**config.mk**
```make
export PLATFORM = sky130hd
export DESIGN_NAME = iqfm_front
export DESIGN_NICKNAME = d
export VERILOG_FILES = /design/src/sv/iqfm_pkg.sv /design/src/sv/iqfm_front.sv
export SDC_FILE = /design/constraint.sdc
export NUM_CORES = 1
export LEC_CHECK = 0
export BUFFER_PORTS_ARGS = -buffer_cell sky130_fd_sc_hd__buf_2
export CAP_MARGIN = 20
export CORE_ASPECT_RATIO = 1.1
export CORE_MARGIN = 2
export CORE_UTILIZATION = 60
export CTS_BUF_LIST = sky130_fd_sc_hd__clkbuf_4
export DETAILED_ROUTE_END_ITERATION = 10
export HOLD_SLACK_MARGIN = 0.12
export PLACE_DENSITY = 0.86
export SYNTH_ARGS = -nofsm -noshare
export SYNTH_HDL_FRONTEND = slang
export SYNTH_SLANG_ARGS = --single-unit
```
**constraint.sdc**
```tcl
create_clock -name clk -period 4.8 [get_ports clk]
set_input_delay 0.48 -clock clk [delete_from_list [all_inputs] [get_ports clk]]
set_output_delay 0.48 -clock clk [all_outputs]
set_load 0.02 [all_outputs]
```
**src/sv/iqfm_pkg.sv**
```systemverilog
// ----------------------------------------------------------------------------
// iqfm_pkg: shared constants, types and tables
// Sizes for the I/Q boxcar, the pair queue, the discriminator datapath, the
// CORDIC angle pipeline and the audio averager, plus the pair and angle types.
// ----------------------------------------------------------------------------
package iqfm_pkg;

  // Decimation factors
  localparam int DECIM_IQ    = 5;
  localparam int DECIM_AUDIO = 2;

  // Raw byte offset
  localparam logic signed [8:0] CENTER = 9'sd127;

  // Boxcar sums: centered bytes span -127..128
  localparam int IQC_W = (DECIM_IQ > 1) ? $clog2(DECIM_IQ) : 1;
  localparam int SUM_W = $clog2(128 * DECIM_IQ + 1) + 1;

  // Conjugate product and CORDIC vector
  localparam int PROD_W       = 2 * SUM_W;
  localparam int RE_W         = PROD_W + 1;
  localparam int PRESCALE     = 16;
  localparam int CW           = RE_W + PRESCALE + 2;
  localparam int CORDIC_STEPS = 14;
  localparam int Z_W          = 18;
  localparam int ANG_W        = 16;

  localparam logic signed [Z_W-1:0] HALF_TURN = Z_W'(32768);
  localparam logic signed [Z_W-1:0] ANG_MAX   = Z_W'(32767);

  // Audio averager: exact floor(mag / DECIM_AUDIO) by reciprocal multiply
  localparam int LOG_DA  = $clog2(DECIM_AUDIO);
  localparam int PC_W    = (DECIM_AUDIO > 1) ? LOG_DA : 1;
  localparam int PS_W    = ANG_W + LOG_DA + 1;
  localparam int MAG_W   = ANG_W + LOG_DA;
  localparam int DIV_SH  = MAG_W + LOG_DA;
  localparam int RECIP_W = MAG_W + 1;
  localparam longint RECIP_L = ((longint'(1) << DIV_SH) + DECIM_AUDIO - 1) / DECIM_AUDIO;
  localparam logic [RECIP_W-1:0] RECIP = RECIP_W'(RECIP_L);
  localparam int LO_W    = MAG_W / 2;
  localparam int HI_W    = MAG_W - LO_W;
  localparam int PL_W    = LO_W + RECIP_W;
  localparam int PH_W    = HI_W + RECIP_W;
  localparam int FULL_W  = MAG_W + RECIP_W;

  // Pair queue between front and back
  localparam int FIFO_DEPTH = 4;
  localparam int FPTR_W     = $clog2(FIFO_DEPTH);
  localparam int FCNT_W     = $clog2(FIFO_DEPTH + 1);

  typedef struct packed {
    logic signed [SUM_W-1:0] i;
    logic signed [SUM_W-1:0] q;
  } pair_t;

  typedef struct packed {
    logic                    vld;
    logic signed [ANG_W-1:0] ang;
  } angle_t;

  // atan(2^-k) in units of pi/32768
  function automatic logic signed [Z_W-1:0] atan_lut(input int k);
    case (k)
      0:       atan_lut = Z_W'(8192);
      1:       atan_lut = Z_W'(4836);
      2:       atan_lut = Z_W'(2555);
      3:       atan_lut = Z_W'(1297);
      4:       atan_lut = Z_W'(651);
      5:       atan_lut = Z_W'(326);
      6:       atan_lut = Z_W'(163);
      7:       atan_lut = Z_W'(81);
      8:       atan_lut = Z_W'(41);
      9:       atan_lut = Z_W'(20);
      10:      atan_lut = Z_W'(10);
      11:      atan_lut = Z_W'(5);
      12:      atan_lut = Z_W'(3);
      13:      atan_lut = Z_W'(1);
      default: atan_lut = '0;
    endcase
  endfunction

endpackage

```
**src/sv/iqfm_front.sv**
```systemverilog
// ----------------------------------------------------------------------------
// iqfm_front: input stage and I/Q boxcar
// Centers each raw byte pair and sums DECIM_IQ of them into one decimated
// pair, which is pushed into the pair queue.
// ----------------------------------------------------------------------------
module iqfm_front (
  input  logic                clk,
  input  logic                rst_n,
  input  logic                in_valid,
  output logic                in_ready,
  input  logic [7:0]          in_i_byte,
  input  logic [7:0]          in_q_byte,
  input  logic                q_full,
  output logic                q_push,
  output iqfm_pkg::pair_t     q_data
);
  import iqfm_pkg::*;

  logic signed [SUM_W-1:0] sum_i_r, sum_q_r, sum_i_nxt, sum_q_nxt;
  logic [IQC_W-1:0]        cnt_r;
  logic signed [8:0]       ci, cq;
  logic                    acc, last;

  // Hold off while the queue is full
  assign in_ready = !q_full;
  assign acc      = in_valid && in_ready;
  assign last     = (cnt_r == IQC_W'(DECIM_IQ - 1));

  always_comb begin
    ci        = $signed({1'b0, in_i_byte}) - CENTER;
    cq        = $signed({1'b0, in_q_byte}) - CENTER;
    sum_i_nxt = sum_i_r + SUM_W'(ci);
    sum_q_nxt = sum_q_r + SUM_W'(cq);
  end

  assign q_push = acc && last;
  assign q_data = '{i: sum_i_nxt, q: sum_q_nxt};

  always_ff @(posedge clk) begin
    if (!rst_n) begin
      sum_i_r <= '0;
      sum_q_r <= '0;
      cnt_r   <= '0;
    end else if (acc) begin
      if (last) begin
        sum_i_r <= '0;
        sum_q_r <= '0;
        cnt_r   <= '0;
      end else begin
        sum_i_r <= sum_i_nxt;
        sum_q_r <= sum_q_nxt;
        cnt_r   <= cnt_r + 1'b1;
      end
    end
  end

endmodule

```
### After elaboration in Yosys (flattened, before gate mapping)

Cells that the tools add are included.
W data, S select, Z words.

| word-level totals | value |
|---|---|
| output and inout port bits | 24 |
| register bits | 25 |
| bits in latches | 0 |
| word-level logic and storage cells | 15 |
| bits of input ports | 20 |
| memories kept | 0 |
| RAM bits | 0 |
| memory bits (read-only) | 0 |

| cells by class | value |
|---|---|
| muxes and demuxes | 3 |
| shifts and indexed selects | 0 |
| $lt $le $gt $ge | 0 |
| reductions and logical operators | 3 |
| $add $sub $neg | 5 |
| bitwise gates (word level) | 0 |
| div/mod/pow operators | 0 |
| multiply operators | 0 |
| equality and inequality tests | 1 |

Operator list:

| cell | number |
|---|---|
| $add A11 B9 Y11 | 2 |
| $mux W11 | 2 |
| $sub A8 B7 Y9 const B | 2 |
| $add A3 B1 Y3 const B | 1 |
| $eq A3 B3 Y1 const B | 1 |
| $mux W3 | 1 |
| $logic_and A1 B1 Y1 | 2 |
| $logic_not A1 Y1 | 1 |

### Logic depth before layout (Yosys ltp)

| depth | value |
|---|---|
| word-level depth | 3 |
| depth in mapped cells | 11 |
| mapped depth without buffers | 11 |

### Least setup slack after synthesis

No wires, ideal clock.

| path | value |
|---|---|
| path type | input to output |
| from | in in_q_byte[0] |
| to | out q_data[10] in the netlist's numbering |
| path slack | 1.754 ns |
| stages | 9 |
| buffers on the path | 0 |
| arrival time | 2.566 ns |
| cell sequence | ha_1 -> inv_1 -> fa_1 -> nand2b_1 -> a211oi_2 -> a211oi_2 -> o31a_1 -> xor2_2 -> xnor2_1 |

RTL lines:

| item | RTL line | RTL |
|---|---|---|
| start: declaration | iqfm_front.sv:12 | `input logic [7:0] in_q_byte,` |
| end: declaration | iqfm_front.sv:15 | `output iqfm_pkg::pair_t q_data` |

==> impl_metrics.py <==
metrics = {
    "global_route": {
        "grt_pass1_vias": 1657,
        "antenna_found_initial": 0,
        "grt_pass1_wl_um": 6720,
        "grt_use_total_pct": 22.0,
        "grt_start_max_net_pins": 21,
        "grt-ovfl-total": 0,
    },
    "layout": {
        "final_nets": 326,
        "final_core_util_pct": 71.2,
        "n_fill_cell": 284,
        "layout-drive-gt1-share_pct": 21.7,
        "stdcell_count": 325,
        "n_antenna_cell": 0,
        "area_growth_syn_to_layout_pct": 13.3,
    },
    "critical_path": {
        "crit_required_ns": 4.32,
        "start_kind": "primary input",
        "end_kind": "output port",
        "max_stage_delay_ns": 0.34,
        "crit_type": "primary input to output port",
        "slowest_stage": "ha_1",
        "cp_cell_sequence": "buf_2 -> and3_1 -> nand3_1 -> or2_2 -> xor2_1 -> ha_1 -> a21oi_1 -> o21ai_0 -> o21ai_0 -> o31a_1 -> xor2_2 -> xnor2_1 -> buf_2",
        "critPathTopFamily": "compound AO/OA/AOI/OAI gates",
        "worst-path-buf-inv": 2,
        "worstPathMaxFanout": 5,
        "cp.arrival_ns": 2.87,
    },
    "clocking": {
        "postCtsSetupBuffers": 0,
        "path_clk_slew_ns": 0.14,
        "cts_made_buffers": 3,
        "cts.sinks": 25,
        "clk_path_buf_depth": 2,
        "cts-root-buf": "clkbuf_4",
        "cts_resized": 0,
        "htreeDepth": 1,
        "tritoncts": "yes",
        "ctsHoldBuffers": 0,
        "clock_latency_ns": 0.33,
    },
    "run_status": {
        "outcome": "completed",
    },
    "power": {
        "power_leakage_nw": 1.14,
        "power_frac_comb_pct": 47.6,
        "seqPwrFrac_pct": 37.1,
        "pwr-share-clk_pct": 15.3,
        "swShare_pct": 40.8,
        "p_switching_mw": 0.258,
        "p_per_area_nw_per_um2": 267,
        "intPower_mw": 0.374,
        "ir_worst_vdd_v": 0.000142,
    },
    "route": {
        "ant_nets": 0,
        "drc": 0,
        "wl_per_cell_um": 12.7,
        "first_pass_iters": 6,
        "drtIter0Drc": 63,
        "vias_per_cell": 5.62,
        "wl_um": 4130,
        "vias": 1825,
    },
    "synth": {
        "synth_nets": 284,
        "netlist_top_cells_count": "ha_1, dfxtp_1, xnor2_1",
        "dominantRegCellSynth": "dfxtp_1",
        "syn_area_um2": 2090,
        "ys_seq_area_share_pct": 23.9,
        "yosysMostFrequentCell": "ha_1",
        "synth.area.top_cells": "dfxtp_1, ha_1, xnor2_1, a22oi_1, nor2b_1",
        "syn-instance-count": 236,
        "synth.distinct_cells": 45,
        "synth_area_leader_cell": "dfxtp_1",
        "synth_edf_count": 0,
        "synth_warnings": 0,
        "synth_seq_cells": 25,
        "yosysTopAreaCellShare_pct": 23.9,
        "postSynthAreaPerCell_um2": 8.87,
        "ys_async_sr_fraction_pct": 0,
    },
    "place": {
        "port_buffers": 43,
        "hpwlAfterDp_um": 3230,
        "place_inst": 321,
        "place_congestion": 0.881,
    },
    "timing": {
        "slew_headroom_pct": 49.4,
        "fin_skew_ns": 0.00620,
        "fin_crit_sh_pct": 69.8,
        "rsz0062_at_grt": "false",
        "setup_viol": 0,
        "finalSetupTns_ns": 0,
        "drv_slew": 0,
        "hold_viol": 0,
        "fin_crit_ns": 3.35,
        "tightest_slew_ns": 0.759,
        "max_clock_freq_ghz": 0.299,
    },
    "floorplanning": {
        "die_w_um": 60.3,
        "die_h_um": 66.0,
        "io_pins": 44,
        "core_um2": 3330,
        "row_count": 22,
        "dieArea_um2": 3980,
        "start_util_pct": 62.8,
    },
    "min_path": {
        "hp-class": "register to register",
    },
    "run": {
        "max_cap_viol_count": 0,
    },
}
-- layer usage --
metal | wire length [um] | global-route usage [%]
met1 | 1950 | 27.7
met2 | 1950 | 38.3
met3 | 154 | 1.76
met4 | 71 | 7.78
met5 | 0 | 0
-- power groups by stage --
stage	Sequential [mW]	Combinational (mW)	Clock (mW)
2_1_floorplan	0.236	0.222	0
3_3_place_gp	0.238	0.295	0
3_5_place_dp	0.239	0.299	0
4_1_cts	0.234	0.302	0.0984
5_1_grt	0.236	0.328	0.107
6_report	0.234	0.301	0.0970
-- worst register-to-register path, delay by kind of cell (launching register included) --
| kind | cells | cell delay, ns |
|---|---|---|
| compound gates | 4 | 0.73 |
| fa+ha+maj | 2 | 0.57 |
| flops | 1 | 0.37 |
| mux | 1 | 0.32 |
| simple gates | 1 | 0.19 |
| buf+inv | 1 | 0.06 |
-- registers in the layout, summed over array words and instances, names as in the netlist --
signal / cells
cnt_r: 3
sum_i_r: 11
sum_q_r: 11
-- area by class of cell --
| class | count | area (um2) | area share, % |
|---|---|---|---|
| Sequential cell | 25 | 500 | 21.1 |
| Inverter | 14 | 52.6 | 2.22 |
| Tap cell | 48 | 60.1 | 2.53 |
| Timing Repair Buffer | 43 | 215 | 9.07 |
| Clock inverter | 1 | 5.00 | 0.211 |
| Multi-Input combinational cell | 191 | 1520 | 63.9 |
| Clock buffer | 3 | 22.5 | 0.949 |
-- layout by cell type (no fill, tap or decap), types with 11 or more instances in the layout --
cell type   n
buf_2      43
ha_1       26
dfxtp_1    25
xnor2_1    23
inv_1      14
nor2b_1    14
a22oi_1    12
nand3_1    11
nor2_1     11
-- stage by stage --
step                      hold WS [ns]  cell area, um2  setup WS (ns)  total power, mW
after floorplan                  0.456            2090           1.75            0.458
after global placement           0.473            2340           1.57            0.533
after detailed placement         0.478            2340           1.49            0.538
after CTS                        0.510            2370           1.48            0.634
after global routing             0.524            2370           1.34            0.671
final                            0.506            2370           1.45            0.632
-- kinds of logic after synthesis --
family,share of synthesized area (%)
xor gates and xnor gates,13.3
DFF,23.9
and+or+nand+nor,16.7
adders and majority gates,17.5
buffers and inverters,3.65
muxes,2.15
AOI/OAI and AO/OA,22.8
-- path summary, 6_finish.rpt --
kind | startpoint | endpoint | slack [ns] | depth (start not counted)
max | in_q_byte[0] | q_data[10] | 1.45 | 13
min | sum_i_r[8] | sum_i_r[8] | 0.51 | 1
max reg2reg | sum_q_r[0] | sum_q_r[10] | 2.52 | 9
min reg2reg | sum_i_r[8] | sum_i_r[8] | 0.51 | 1
(Power assumes the default switching activity.)
