### src/sv/iqfm_pkg.sv
// ----------------------------------------------------------------------------
// iqfm_pkg: shared constants, types and tables
// Sizes for the I/Q boxcar, the pair queue, the discriminator datapath, the
// CORDIC angle pipeline and the audio averager, plus the pair and angle types.
// ----------------------------------------------------------------------------
package iqfm_pkg;

  // Decimation factors
  localparam int DECIM_IQ    = 5;
  localparam int DECIM_AUDIO = 2;

  // Raw byte offset
  localparam logic signed [8:0] CENTER = 9'sd127;

  // Boxcar sums: centered bytes span -127..128
  localparam int IQC_W = (DECIM_IQ > 1) ? $clog2(DECIM_IQ) : 1;
  localparam int SUM_W = $clog2(128 * DECIM_IQ + 1) + 1;

  // Conjugate product and CORDIC vector
  localparam int PROD_W       = 2 * SUM_W;
  localparam int RE_W         = PROD_W + 1;
  localparam int PRESCALE     = 16;
  localparam int CW           = RE_W + PRESCALE + 2;
  localparam int CORDIC_STEPS = 14;
  localparam int Z_W          = 18;
  localparam int ANG_W        = 16;

  localparam logic signed [Z_W-1:0] HALF_TURN = Z_W'(32768);
  localparam logic signed [Z_W-1:0] ANG_MAX   = Z_W'(32767);

  // Audio averager: exact floor(mag / DECIM_AUDIO) by reciprocal multiply
  localparam int LOG_DA  = $clog2(DECIM_AUDIO);
  localparam int PC_W    = (DECIM_AUDIO > 1) ? LOG_DA : 1;
  localparam int PS_W    = ANG_W + LOG_DA + 1;
  localparam int MAG_W   = ANG_W + LOG_DA;
  localparam int DIV_SH  = MAG_W + LOG_DA;
  localparam int RECIP_W = MAG_W + 1;
  localparam longint RECIP_L = ((longint'(1) << DIV_SH) + DECIM_AUDIO - 1) / DECIM_AUDIO;
  localparam logic [RECIP_W-1:0] RECIP = RECIP_W'(RECIP_L);
  localparam int LO_W    = MAG_W / 2;
  localparam int HI_W    = MAG_W - LO_W;
  localparam int PL_W    = LO_W + RECIP_W;
  localparam int PH_W    = HI_W + RECIP_W;
  localparam int FULL_W  = MAG_W + RECIP_W;

  // Pair queue between front and back
  localparam int FIFO_DEPTH = 4;
  localparam int FPTR_W     = $clog2(FIFO_DEPTH);
  localparam int FCNT_W     = $clog2(FIFO_DEPTH + 1);

  typedef struct packed {
    logic signed [SUM_W-1:0] i;
    logic signed [SUM_W-1:0] q;
  } pair_t;

  typedef struct packed {
    logic                    vld;
    logic signed [ANG_W-1:0] ang;
  } angle_t;

  // atan(2^-k) in units of pi/32768
  function automatic logic signed [Z_W-1:0] atan_lut(input int k);
    case (k)
      0:       atan_lut = Z_W'(8192);
      1:       atan_lut = Z_W'(4836);
      2:       atan_lut = Z_W'(2555);
      3:       atan_lut = Z_W'(1297);
      4:       atan_lut = Z_W'(651);
      5:       atan_lut = Z_W'(326);
      6:       atan_lut = Z_W'(163);
      7:       atan_lut = Z_W'(81);
      8:       atan_lut = Z_W'(41);
      9:       atan_lut = Z_W'(20);
      10:      atan_lut = Z_W'(10);
      11:      atan_lut = Z_W'(5);
      12:      atan_lut = Z_W'(3);
      13:      atan_lut = Z_W'(1);
      default: atan_lut = '0;
    endcase
  endfunction

endpackage

### src/sv/iqfm_fifo.sv
// ----------------------------------------------------------------------------
// iqfm_fifo: decimated pair queue
// Short first-in first-out queue that lets the front and back stall apart.
// ----------------------------------------------------------------------------
module iqfm_fifo (
  input  logic            clk,
  input  logic            rst_n,
  input  logic            push,
  input  iqfm_pkg::pair_t push_data,
  output logic            full,
  input  logic            pop,
  output iqfm_pkg::pair_t pop_data,
  output logic            empty
);
  import iqfm_pkg::*;

  pair_t             mem_r [FIFO_DEPTH];
  logic [FPTR_W-1:0] wr_r, rd_r;
  logic [FCNT_W-1:0] cnt_r;
  logic              do_push, do_pop;

  assign full     = (cnt_r == FCNT_W'(FIFO_DEPTH));
  assign empty    = (cnt_r == '0);
  assign do_push  = push && !full;
  assign do_pop   = pop && !empty;
  assign pop_data = mem_r[rd_r];

  always_ff @(posedge clk) begin
    if (do_push) begin
      mem_r[wr_r] <= push_data;
    end
  end

  always_ff @(posedge clk) begin
    if (!rst_n) begin
      wr_r  <= '0;
      rd_r  <= '0;
      cnt_r <= '0;
    end else begin
      if (do_push) begin
        wr_r <= (wr_r == FPTR_W'(FIFO_DEPTH - 1)) ? '0 : wr_r + 1'b1;
      end
      if (do_pop) begin
        rd_r <= (rd_r == FPTR_W'(FIFO_DEPTH - 1)) ? '0 : rd_r + 1'b1;
      end
      cnt_r <= cnt_r + FCNT_W'(do_push) - FCNT_W'(do_pop);
    end
  end

endmodule

### config.mk
export PLATFORM = sky130hd
export DESIGN_NAME = iqfm_fifo
export DESIGN_NICKNAME = d
export VERILOG_FILES = /design/src/sv/iqfm_pkg.sv /design/src/sv/iqfm_fifo.sv
export SDC_FILE = /design/constraint.sdc
export NUM_CORES = 1
export LEC_CHECK = 0
export BUFFER_PORTS_ARGS = -buffer_cell sky130_fd_sc_hd__buf_2
export CAP_MARGIN = 10
export CELL_PAD_IN_SITES_DETAIL_PLACEMENT = 0
export CELL_PAD_IN_SITES_GLOBAL_PLACEMENT = 1
export CORE_ASPECT_RATIO = 0.5
export CORE_MARGIN = 5
export CORE_UTILIZATION = 51
export CTS_BUF_LIST = sky130_fd_sc_hd__clkbuf_4 sky130_fd_sc_hd__clkbuf_8
export DETAILED_ROUTE_END_ITERATION = 12
export GPL_ROUTABILITY_DRIVEN = 0
export PLACE_DENSITY = 0.77
export SLEW_MARGIN = 20
export SYNTH_ARGS = -nofsm -noshare
export SYNTH_HDL_FRONTEND = slang
export SYNTH_SLANG_ARGS = --single-unit
### constraint.sdc
create_clock -name clk -period 2.9 [get_ports clk]
set_input_delay 0 -clock clk [delete_from_list [all_inputs] [get_ports clk]]
set_output_delay 0 -clock clk [all_outputs]
set_load 0.01 [all_outputs]
After elaboration in Yosys (flattened, before gate mapping)
Memories as Yosys holds them, arrays and structs flattened. A register that Yosys moved wholly into a read port is not among the register bits.
Index checks and enable logic that the tools add are counted.
{"block": "word_totals", "ramBits": 88, "output_inout_bits": 24, "mem_count": 1, "regBits": 7, "input_bits": 26, "word_cells": 22}
{"name": "mem_r", "words": 4, "word_bits": 22, "read_ports": 1, "rd_ports_with_merged_regs": 1, "wr": 1, "line": "iqfm_fifo.sv:17", "rtl": "pair_t mem_r [FIFO_DEPTH];"}
{"block": "classes", "mux": 6, "reduce_logical": 5, "eq_ne": 3, "add_sub_neg": 4}
{"op": "$mux W2", "n": 4}
{"op": "$add A2 B1 Y2 const B", "n": 2}
{"op": "$eq A2 B2 Y1 const B", "n": 2}
{"op": "$add A3 B1 Y3", "n": 1}
{"op": "$eq A3 B3 Y1 const B", "n": 1}
{"op": "$logic_not A3 Y1", "n": 1}
{"op": "$sub A3 B1 Y3", "n": 1}
{"op": "$logic_and A1 B1 Y1", "n": 2}
{"op": "$logic_not A1 Y1", "n": 2}
{"op": "$mux W1", "n": 2}

Longest topological paths before layout
Gate-level depths: netlist (run 1).
{"block": "logic_depth", "depth_word": 5, "depth_mapped": 11}

Least setup slack after synthesis (run 1)
Ideal clock, no wire load.
{"block": "synth_timing", "kind": "reg-to-reg", "from": "register cnt_r[1]", "to": "register cnt_r[2]", "path_slack_ns": 0.739, "path_stages_with_launch": 10, "setup_ns": 0.115, "path_buffers": 0, "t_arrival_ns": 2.046, "cell_sequence": "dfxtp_1 o31ai_1 inv_1 ha_1 inv_1 ha_1 fa_1 xnor2_1 xnor2_1 and2_1"}
{"block": "synth_between", "elab_chain_cells": 5, "word_cells_on_any_way": 8, "cone_classes": "2 x add/sub; 1 x eq/ne; 5 x reduce/logical"}
{"item": "from (decl)", "line": "iqfm_fifo.sv:19", "rtl": "logic [FCNT_W-1:0] cnt_r;"}
{"item": "from (signal assigned)", "line": "iqfm_fifo.sv:46", "rtl": "cnt_r <= cnt_r + FCNT_W'(do_push) - FCNT_W'(do_pop);"}
{"item": "$eq A3 B3 Y1", "line": "iqfm_fifo.sv:22", "rtl": "assign full = (cnt_r == FCNT_W'(FIFO_DEPTH));"}
{"item": "$logic_not A1 Y1", "line": "iqfm_fifo.sv:24", "rtl": "assign do_push = push && !full;"}
{"item": "$logic_and A1 B1 Y1", "line": "iqfm_fifo.sv:24"}
{"item": "$add A3 B1 Y3", "line": "iqfm_fifo.sv:46"}
{"item": "$sub A3 B1 Y3 *", "line": "iqfm_fifo.sv:46"}
Every way passes the cells marked *; elsewhere a longest branch is shown, timed or not.
A chain may end at the register's enable or synchronous reset.

Worst setup path after layout (run 1)
{"block": "layout_timing", "from": "register cnt_r[2]", "to": "register cnt_r[2]"}
The elaborated chain is that of the path after synthesis.

==> results.ini, run 1 <==
[pwr]
combPwrFrac_pct = 22.2
ir_drop_mv = 0.4509
leakage_nw = 1.575
p_per_area_mw_per_mm2 = 777.5
netSwitchingFraction_pct = 26.91
p_sw_w = 0.0009322
p_int_w = 0.002532
pwr-share-seq_pct = 52.5
pwr-share-clk_pct = 25.3

[routing]
drt.antenna.violating_nets = 0
routed-via-count = 1761
wire_per_inst_um = 17.18
firstDrtPassIters = 4
wl_mm = 5.943
drc = 0
first_iter_violations = 134
via_per_inst = 5.090

[yosys]
yosysSeqAreaShare_pct = 76.92
synth_top_family_by_area = multiplexers
synth-simple-area-share_pct = 2.932
synth_edf_count = 88
synth_compound_area_share_pct = 0.4773
muxShareOfSynthArea_pct = 14.25
synth_seq_cells = 97
synth_flop_cell = edfxtp_1
synthXorXnorAreaFrac_pct = 0.4773
syn-cell-area_mm2 = 0.003670
yosysUniqueCellTypes = 21
yosysWarningCount = 0
syn_nets = 201
syn_inst = 167
synthTopCellsByArea = edfxtp_1 (72%), mux4_2 (12%), dfxtp_1 (4.9%)
yosysTopAreaCell = edfxtp_1
async_flop_share_pct = 0
postSynthAreaPerCell_um2 = 21.97
synth_top_area_share_pct = 72.01
synth_fa_ha_area_share_pct = 2.932

[worst_setup_path]
r2r_cells = 10
r2r-end = cnt_r[2]$_SDFF_PN0_
path_class = flip-flop to flip-flop
slowest_stage = nor2b_1
cp_slowest_stage_delay_ns = 0.40
crit_family = adder cells
crit_start = cnt_r[2]$_SDFF_PN0_
reg2reg_from = cnt_r[2]$_SDFF_PN0_
critPathArrivalTime_ns = 2.68
endpoint_kind = flip-flop
cp.buffers_inverters = 2
worstSetupStartpointType = flip-flop
cp_cell_sequence = nor3b_2, nor2b_1, inv_1, ha_1, inv_1, ha_1, fa_1, xnor2_1, xnor2_1, and2_1
crit_required_ns = 3.15
r2r_setup_slack_ns = 0.47
critPathMaxFanout = 7

[layout]
multi_input_area_um2 = 773.2
drive_above_1_share_pct = 36.22
final_common_cell = edfxtp_1
antenna_cells = 0
final_cell_mix = edfxtp_1 (88), buf_2 (49), dlygate4sd3_1 (23)
area_delta_synth_final_pct = 21.41
fill_cells = 490
register_area_mm2 = 0.002824
nNetsFinal = 283
stdcell_count = 346

[timing]
rsz0062_at_grt = false
min_period_over_period_pct = 83.69
relSlewSlack_pct = 47.42
fin_crit_ns = 2.427
fmax_mhz = 412.1
worst_slew_pin_slew_ns = 0.7887
slew_viol_final = 0
setup_tns_ns = 0
finalSetupViolations = 0
hold_viol_final = 0
fin_skew_ns = 0.007590

[grt]
grt_pass1_wl_mm = 9.632
grt_max_degree = 23
antenna_found_initial = 0
gr-total-overflow = 0
track_usage_pct = 14.46
grt_pass1_vias = 1891

[placed_design]
hpwl_mm = 3.512
dp.cells = 307
portBuffers = 49

[clock_network]
clk_path_buf_depth = 2
cts_setup_buffers = 0
post_cts_resized = 0
postCtsHoldBufs = 23
clk_pin_slew_ns = 0.09
cts-root-buf = clkbuf_8
cts_tree = yes
clock_latency_ns = 0.36
cts_sinks = 97
cts_max_level = 3
numCtsBuffers = 9

[die]
fp.dieArea_mm2 = 0.009095
die_y_um = 69.98
initial_core_util_pct = 53.72
num_rows = 21
die_x_um = 130.0
core_area_mm2 = 0.006832
ios = 50

[min_path]
min_from = pop
holdPathStages = 3
worstHoldPathType = input port to flip-flop

[run_status]
status = finished, final reports clean

[run]
maxCapViolCount = 0

[worst max-delay path by stage]
stage               slack [ns]  cells after the start                  end
floorplan                 0.74                      9  cnt_r[2]$_SDFF_PN0_
global placement          0.57                     10  cnt_r[2]$_SDFF_PN0_
detailed placement        0.46                     10  cnt_r[2]$_SDFF_PN0_
CTS                       0.44                     10  cnt_r[2]$_SDFF_PN0_
global route              0.21                     10  cnt_r[2]$_SDFF_PN0_
finish                    0.47                     10  cnt_r[2]$_SDFF_PN0_
[worst register-to-register path: cells and delay by family, from the launching register on]
kind          cells  cell delay [ns]
fa+ha+maj         3             0.85
xor+xnor          2             0.27
simple gates      3             0.72
buf+inv           2             0.13
flops             1             0.35
[flip-flops by register name (all words and copies together), names as in the netlist, named ones only]
| signal | flops |
|---|---|
| wr_r | 2 |
| rd_r | 2 |
| cnt_r | 3 |
| mem_r | 88 |
[layout make-up]
cell class	instances	share of cell area [%]
clock buffers	10	2.949
clock inverters	6	1.629
inverters	7	0.5897
multi-input cells	57	17.35
flip-flops and latches	97	63.38
well taps	92	2.584
repair buffers	77	11.51
[routing by layer]
| layer | global-route usage, % | wire [µm] |
|---|---|---|
| met2 | 23.22 | 2980 |
| met5 | 0 | 0 |
| met3 | 5.788 | 346 |
| met1 | 18.31 | 2564 |
| met4 | 4.147 | 52 |
[cell usage after synthesis (all sizes together) (2+ instances only)]
library cell	instances
and2	7
edfxtp	88
xnor2	2
dfxtp	9
buf	5
nand3	2
nand2	6
mux4	22
inv	7
ha	7
nor2	2
o21ai	2
mux2i	2
[kinds of logic (layout without fill, tap and decap cells)]
kind of cell,count (synthesis),in the layout
adder cells (fa/ha/maj),8,8
flip-flops,97,97
XOR/XNOR,2,2
AO/OA/AOI/OAI,3,3
AND/OR/NAND/NOR,20,20
multiplexers,24,24
buffers and inverters,13,100
[power groups by stage]
stage	clock network, W	logic, W	registers [W]
after floorplan	0	0.000569	0.00178
after global placement	0	0.000744	0.00185
after detailed placement	0	0.000759	0.00186
after CTS	0.000906	0.000785	0.00183
after global routing	0.000973	0.000846	0.00185
final	0.000877	0.000768	0.00182
[metrics by stage]
step	hold slack [ns]	power, W	cell area [µm²]	utilization (%)	setup WS, ns
after floorplan	0.09887	0.002350	3670	-	0.7388
after global placement	0.2082	0.002595	4021	58.86	0.5734
after detailed placement	0.2154	0.002620	4021	58.86	0.4620
after CTS	0.06063	0.003520	4456	65.22	0.4378
after global routing	0.1273	0.003667	4456	65.22	0.2091
final	0.06612	0.003464	4456	65.22	0.4731
No activity file was read; power rests on OpenSTA's default activity.
==> run 2, diff against run 1 <==
--- a/config.mk
+++ b/config.mk
@@ -11,11 +11,11 @@
 export CELL_PAD_IN_SITES_GLOBAL_PLACEMENT = 1
 export CORE_ASPECT_RATIO = 0.5
 export CORE_MARGIN = 5
-export CORE_UTILIZATION = 51
+export CORE_UTILIZATION = 46
 export CTS_BUF_LIST = sky130_fd_sc_hd__clkbuf_4 sky130_fd_sc_hd__clkbuf_8
 export DETAILED_ROUTE_END_ITERATION = 12
 export GPL_ROUTABILITY_DRIVEN = 0
-export PLACE_DENSITY = 0.77
+export PLACE_DENSITY = 0.73
 export SLEW_MARGIN = 20
 export SYNTH_ARGS = -nofsm -noshare
 export SYNTH_HDL_FRONTEND = slang
==> constraint.sdc (replaced) <==
create_clock -name clk -period 2.16 [get_ports clk]
set_input_delay 0 -clock clk [delete_from_list [all_inputs] [get_ports clk]]
set_output_delay 0 -clock clk [all_outputs]
set_load 0.01 [all_outputs]
==> run 2 against run 1 <==
Clock power up 7.4%. Hold slack better by 0.032 ns. Critical path depth unchanged. Maximum frequency up 16%. Critical path type unchanged. Critical endpoint unchanged. Largest cell class unchanged. Largest power group unchanged.
==> results.ini, run 2 (same netlist as run 1, synthesis figures left out) <==
[timing]
fin_ws_ns = 0.07064  ; was 0.4731 ns
worst_slew_pin_slew_ns = 0.3584  ; was 0.7887 ns
relSlewSlack_pct = 76.11  ; was 47.42%
fin_skew_ns = 0.006928  ; was 0.007590 ns
setup_tns_ns = 0  ; unchanged
rsz0062_at_grt = true  ; was false
slew_viol_final = 0  ; unchanged
fmax_mhz = 478.6  ; was 412.1 MHz
fin_crit_ns = 2.089  ; was 2.427 ns
min_period_over_period_pct = 96.73  ; was 83.69%
hold_viol_final = 0  ; unchanged
finalSetupViolations = 0  ; unchanged

[grt]
grt_max_degree = 23  ; unchanged
antenna_found_initial = 0  ; unchanged
track_usage_pct = 14.11  ; was 14.46%
grt_pass1_vias = 1999  ; was 1,891
grt_pass1_wl_mm = 10.14  ; was 9.632 mm
gr-total-overflow = 0  ; unchanged

[placed_design]
place_ws_ns = 0.01656  ; was 0.4620 ns
dp.cells = 332  ; was 307
hpwl_mm = 4.044  ; was 3.512 mm
placed_cell_area_mm2 = 0.004089  ; was 0.004021 mm²
portBuffers = 49  ; unchanged

[worst_setup_path]
crit_required_ns = 2.41  ; was 3.15 ns
endpoint_kind = flip-flop  ; unchanged
critPathArrivalTime_ns = 2.34  ; was 2.68 ns
worstSetupEndpoint = cnt_r[2]$_SDFF_PN0_  ; unchanged
critPathMaxFanout = 2  ; was 7
r2r_setup_slack_ns = 0.07  ; was 0.47 ns
path_class = flip-flop to flip-flop  ; unchanged
r2r_cells = 10  ; unchanged
r2r-end = cnt_r[2]$_SDFF_PN0_  ; unchanged
reg2reg_from = cnt_r[2]$_SDFF_PN0_  ; unchanged
crit_start = cnt_r[2]$_SDFF_PN0_  ; unchanged
worstSetupStartpointType = flip-flop  ; unchanged

[pwr]
ir_drop_mv = 0.4708  ; was 0.4509 mV
leakage_nw = 1.599  ; was 1.575 nW
p_per_area_mw_per_mm2 = 1006  ; was 777.5 mW/mm²

[clock_network]
cts-root-buf = clkbuf_8  ; unchanged
clock_latency_ns = 0.35  ; was 0.36 ns
cts_max_level = 3  ; unchanged
clk_pin_slew_ns = 0.08  ; was 0.09 ns
cts_tree = yes  ; unchanged
cts_sinks = 97  ; unchanged
clk_path_buf_depth = 2  ; unchanged
numCtsBuffers = 9  ; unchanged

[die]
initial_core_util_pct = 46.54  ; was 53.72%
die_y_um = 73.16  ; was 69.98 µm
ios = 50  ; unchanged
die_x_um = 136.3  ; was 130.0 µm
fp.dieArea_mm2 = 0.009973  ; was 0.009095 mm²
core_area_mm2 = 0.007885  ; was 0.006832 mm²
num_rows = 23  ; was 21

[routing]
routed-via-count = 1809  ; was 1,761
drc = 0  ; unchanged
firstDrtPassIters = 4  ; unchanged
via_per_inst = 4.863  ; was 5.090
drt.antenna.violating_nets = 0  ; unchanged
wl_mm = 6.372  ; was 5.943 mm
first_iter_violations = 117  ; was 134
wire_per_inst_um = 17.13  ; was 17.18 µm

[layout]
final_cell_mix = edfxtp_1 (88), buf_2 (49), dlygate4sd3_1 (23)  ; unchanged
drive_above_1_share_pct = 40.00  ; was 36.22%
largest_reg_flops = 88  ; unchanged
area_delta_synth_final_pct = 23.73  ; was 21.41%
fill_cells = 628  ; was 490
stdcell_count = 372  ; was 346
top_register = mem_r  ; unchanged
antenna_cells = 0  ; unchanged
final_common_cell = edfxtp_1  ; unchanged
nNetsFinal = 291  ; was 283
largestRegisters = mem_r: 88 flops, cnt_r: 3 flops  ; unchanged
finish.instance_area_mm2 = 0.004541  ; was 0.004456 mm²

[run]
maxCapViolCount = 0  ; unchanged

[run_status]
status = finished, final reports clean  ; unchanged

[min_path]
worstHoldPathType = input port to flip-flop  ; unchanged

==> run 2: cell count changes in the layout (fill, tap and decap cells not counted), moves of 2 or more <==
| cell | delta |
|---|---|
| clkinv_1 | +2 |
| inv_6 | -3 |
| dfxtp_2 | +2 |
| buf_4 | +7 |
| dfxtp_1 | -3 |
| clkinv_2 | +2 |
==> run 2: worst max-delay path, stage by stage (launching register included) <==
cell and delay [ns]:
dfxtp_4 0.35, nor3b_2 0.16, nor2b_1 0.15, inv_1 0.06, ha_1 0.28, inv_2 0.04, ha_4 0.15, fa_2 0.37
xnor2_2 0.15, xnor2_1 0.12, and2_1 0.15
==> run 2: report_power, final <==
part	leakage [nW]	switching (W)	total [W]	internal, W
clock	0.0758	0.000549	0.000942	0.000393
sequential	0.882	0.000123	0.00242	0.00229
combinational	0.641	0.000563	0.00121	0.000645
total	1.60	0.00123	0.00457	0.00333
==> run 2: worst min path at each step <==
stage / slack [ns] / cells past startpoint / start / to
floorplan: 0.1 / 0 / push_data[0] / mem_r[0][0]$_DFFE_PP_
global placement: 0.21 / 1 / push_data[0] / mem_r[0][0]$_DFFE_PP_
detailed placement: 0.21 / 1 / push_data[10] / mem_r[2][10]$_DFFE_PP_
CTS: 0.09 / 4 / pop / flip-flop
global route: 0.1 / 4 / pop / rd_r[1]$_SDFFE_PN0N_
finish: 0.1 / 4 / pop / rd_r[1]$_SDFFE_PN0N_
==> run 2: cell type report <==
type	count	area [µm²]	area share, %
flip-flops and latches	97	2830	62.33
well taps	112	140.1	3.086
repair buffers	85	585.6	12.90
inverters	7	26.28	0.5787
multi-input cells	57	809.5	17.83
clock inverters	5	25.02	0.5511
clock buffers	9	123.9	2.728
==> run 2: metrics by stage <==
stage	total power, W	hold slack (ns)	utilization (%)
floorplan	0.003161	0.09887	-
global placement	0.003528	0.2090	51.86
detailed placement	0.003567	0.2149	51.86
CTS	0.004549	0.08647	56.66
global route	0.004831	0.09555	57.58
finish	0.004567	0.09788	57.58
==> run 2: repair_timing <==
item,in CTS,in global routing
endpoints found under the hold margin,92,0
buffers inserted,0,3
hold buffers,23,0
gates resized for setup,0,10
setup endpoints to repair,0,1
==> run 2: layer usage <==
layer	vias to the layer above	share of wire, %	track usage [%]
met2	43	54	24.82
met5	-	0	0
met1	919	41	16.21
li1	845	-	-
met3	2	5.0	5.785
met4	0	0.30	3.911
==> run 3, diff against run 2 <==
--- a/config.mk
+++ b/config.mk
@@ -16,6 +16,7 @@
 export DETAILED_ROUTE_END_ITERATION = 12
 export GPL_ROUTABILITY_DRIVEN = 0
 export PLACE_DENSITY = 0.73
+export RECOVER_POWER = 100
 export SLEW_MARGIN = 20
 export SYNTH_ARGS = -nofsm -noshare
 export SYNTH_HDL_FRONTEND = slang
==> run 3 against run 2 <==
Largest cell class unchanged. Critical path depth unchanged. Sequential cell count unchanged. Sequential share of layout area up 0.43 points. Non-clock buffer count unchanged. Highest routed layer unchanged. Sequential power about the same. Via count down 0.50%. Critical path type unchanged.
==> results.ini, run 3 (same netlist as run 1, synthesis figures left out) <==
[timing]
relSlewSlack_pct = 75.96  ; was 76.11%
worst_slew_pin_slew_ns = 0.3607  ; was 0.3584 ns
rsz0062_at_grt = true  ; unchanged
min_period_over_period_pct = 96.93  ; was 96.73%
hold_viol_final = 0  ; unchanged
fmax_mhz = 477.6  ; was 478.6 MHz
fin_skew_ns = 0.007099  ; was 0.006928 ns
finalSetupViolations = 0  ; unchanged
fin_crit_ns = 2.094  ; was 2.089 ns
slew_viol_final = 0  ; unchanged

[layout]
final_cell_mix = edfxtp_1 (88), buf_2 (27), dlygate4sd3_1 (23), clkbuf_1 (23), mux4_2 (20)  ; was edfxtp_1 (88), buf_2 (49), dlygate4sd3_1 (23)
area_delta_synth_final_pct = 22.88  ; was 23.73%
fill_cells = 640  ; was 628
largest_reg_flops = 88  ; unchanged
multi_input_area_um2 = 809.5  ; unchanged
nNetsFinal = 291  ; unchanged
final_common_cell = edfxtp_1  ; unchanged
register_area_mm2 = 0.002830  ; unchanged
drive_above_1_share_pct = 31.15  ; was 40.00%
antenna_cells = 0  ; unchanged
top_register = mem_r  ; unchanged
final_core_util_pct = 57.19  ; was 57.58%
largestRegisters = mem_r: 88 flops, cnt_r: 3 flops  ; unchanged

[grt]
grt_pass1_wl_mm = 10.14  ; unchanged
gr-total-overflow = 0  ; unchanged
grt_pass1_vias = 1999  ; unchanged
track_usage_pct = 14.11  ; unchanged
grt_max_degree = 23  ; unchanged
antenna_found_initial = 0  ; unchanged

[clock_network]
clk_pin_slew_ns = 0.08  ; about the same
clk_path_buf_depth = 2  ; unchanged
clock_latency_ns = 0.36  ; was 0.35 ns
cts_max_level = 3  ; unchanged
numCtsBuffers = 9  ; unchanged
cts_sinks = 97  ; unchanged
cts_tree = yes  ; unchanged
cts-root-buf = clkbuf_8  ; unchanged

[pwr]
leakage_nw = 1.535  ; was 1.599 nW
power_w = 0.004555  ; was 0.004567 W
p_per_area_mw_per_mm2 = 1010  ; was 1006 mW/mm²
ir_drop_mv = 0.4616  ; was 0.4708 mV

[routing]
routed-via-count = 1800  ; was 1,809
wl_mm = 6.339  ; was 6.372 mm
first_iter_violations = 126  ; was 117
wire_per_inst_um = 17.04  ; was 17.13 µm
firstDrtPassIters = 4  ; unchanged
via_per_inst = 4.839  ; was 4.863
drt.antenna.violating_nets = 0  ; unchanged
drc = 0  ; unchanged

[run]
maxCapViolCount = 0  ; unchanged

[worst_setup_path]
slowest_stage = fa_2  ; unchanged
worstSetupStartpointType = flip-flop  ; unchanged
cp_cell_sequence = nor3b_2, nor2b_1, inv_1, ha_1, inv_2, ha_4, fa_2, xnor2_2, xnor2_1, and2_1  ; unchanged
crit_required_ns = 2.41  ; about the same
critPathMaxFanout = 2  ; unchanged
critPathArrivalTime_ns = 2.34  ; about the same
path_class = flip-flop to flip-flop  ; unchanged
endpoint_kind = flip-flop  ; unchanged
cp_slowest_stage_delay_ns = 0.37  ; about the same

[die]
core_area_mm2 = 0.007885  ; unchanged
ios = 50  ; unchanged
num_rows = 23  ; unchanged
initial_core_util_pct = 46.54  ; unchanged
die_x_um = 136.3  ; unchanged
die_y_um = 73.16  ; unchanged
fp.dieArea_mm2 = 0.009973  ; unchanged

[run_status]
status = finished, final reports clean  ; unchanged

[placed_design]
hpwl_mm = 4.044  ; unchanged
portBuffers = 49  ; unchanged

[min_path]
worstHoldPathType = input port to flip-flop  ; unchanged

## run 3: changes by cell type in the layout (fill, tap and decap cells not counted)
cell	before	now
clkbuf_1	0	23
buf_4	12	11
buf_2	49	27
## run 3: where the power goes
part,leakage [nW],switching [W],total (W),internal (W)
sequential,0.882,0.000123,0.00242,0.00229
combinational,0.578,0.000563,0.00120,0.000634
clock,0.0758,0.000548,0.000941,0.000393
## run 3: area by class of cell
| cell class | instances | area share, % |
|---|---|---|
| inverter | 7 | 0.5827 |
| tap | 112 | 3.108 |
| sequential | 97 | 62.76 |
| clock inverter | 5 | 0.5549 |
| timing repair buffer | 85 | 12.29 |
| multi-input combinational | 57 | 17.95 |
| clock buffer | 9 | 2.747 |
## run 3: path summary, 6_finish.rpt
check	from	to	slack [ns]	cells past startpoint
hold reg to reg	wr_r[1]$_SDFFE_PN0P_	wr_r[1]$_SDFFE_PN0P_	0.51	2
setup / recovery	cnt_r[2]$_SDFF_PN0_	cnt_r[2]$_SDFF_PN0_	0.07	10
hold / removal	pop	rd_r[1]$_SDFFE_PN0N_	0.17	4
setup reg to reg	cnt_r[2]$_SDFF_PN0_	cnt_r[2]$_SDFF_PN0_	0.07	10
## run 3: timing repair
action / CTS / global route
gates resized for setup: 0 / 10
hold buffers: 23 / 0
setup buffers: 0 / 3
endpoints found under the hold margin: 92 / 0
endpoints found under the setup margin: 0 / 1
## run 3: through the flow
stage / worst slack (ns) / hold slack, ns / cell area [µm²] / instances / setup TNS [ns]
after floorplan: 0.02108 / 0.09887 / 3675 / 167 / 0
final: 0.06634 / 0.1684 / 4509 / 372 / 0
after global routing: -0.03124 / 0.1800 / 4509 / 372 / -0.03124
after detailed placement: 0.01656 / 0.2149 / 4089 / 332 / 0
after CTS: 0.007270 / 0.08647 / 4468 / 369 / 0
after global placement: 0.1044 / 0.2090 / 4089 / 332 / 0
## run 3: routing by layer
metal / vias up / part of all wire [%] / global-route usage [%] / wire length, µm
li1: 845 / - / - / -
met1: 916 / 41 / 16.21 / 2622
met2: 37 / 54 / 24.82 / 3408
met3: 2 / 4.6 / 5.785 / 290
met4: 0 / 0.30 / 3.911 / 19
met5: - / 0 / 0 / 0
## run 3: worst max-delay path: cells and delay by family (launching register included)
kind | cells | cell delay [ns]
fa+ha+maj | 3 | 0.80
buf+inv | 2 | 0.10
xor+xnor | 2 | 0.27
flops | 1 | 0.35
simple gates | 3 | 0.47
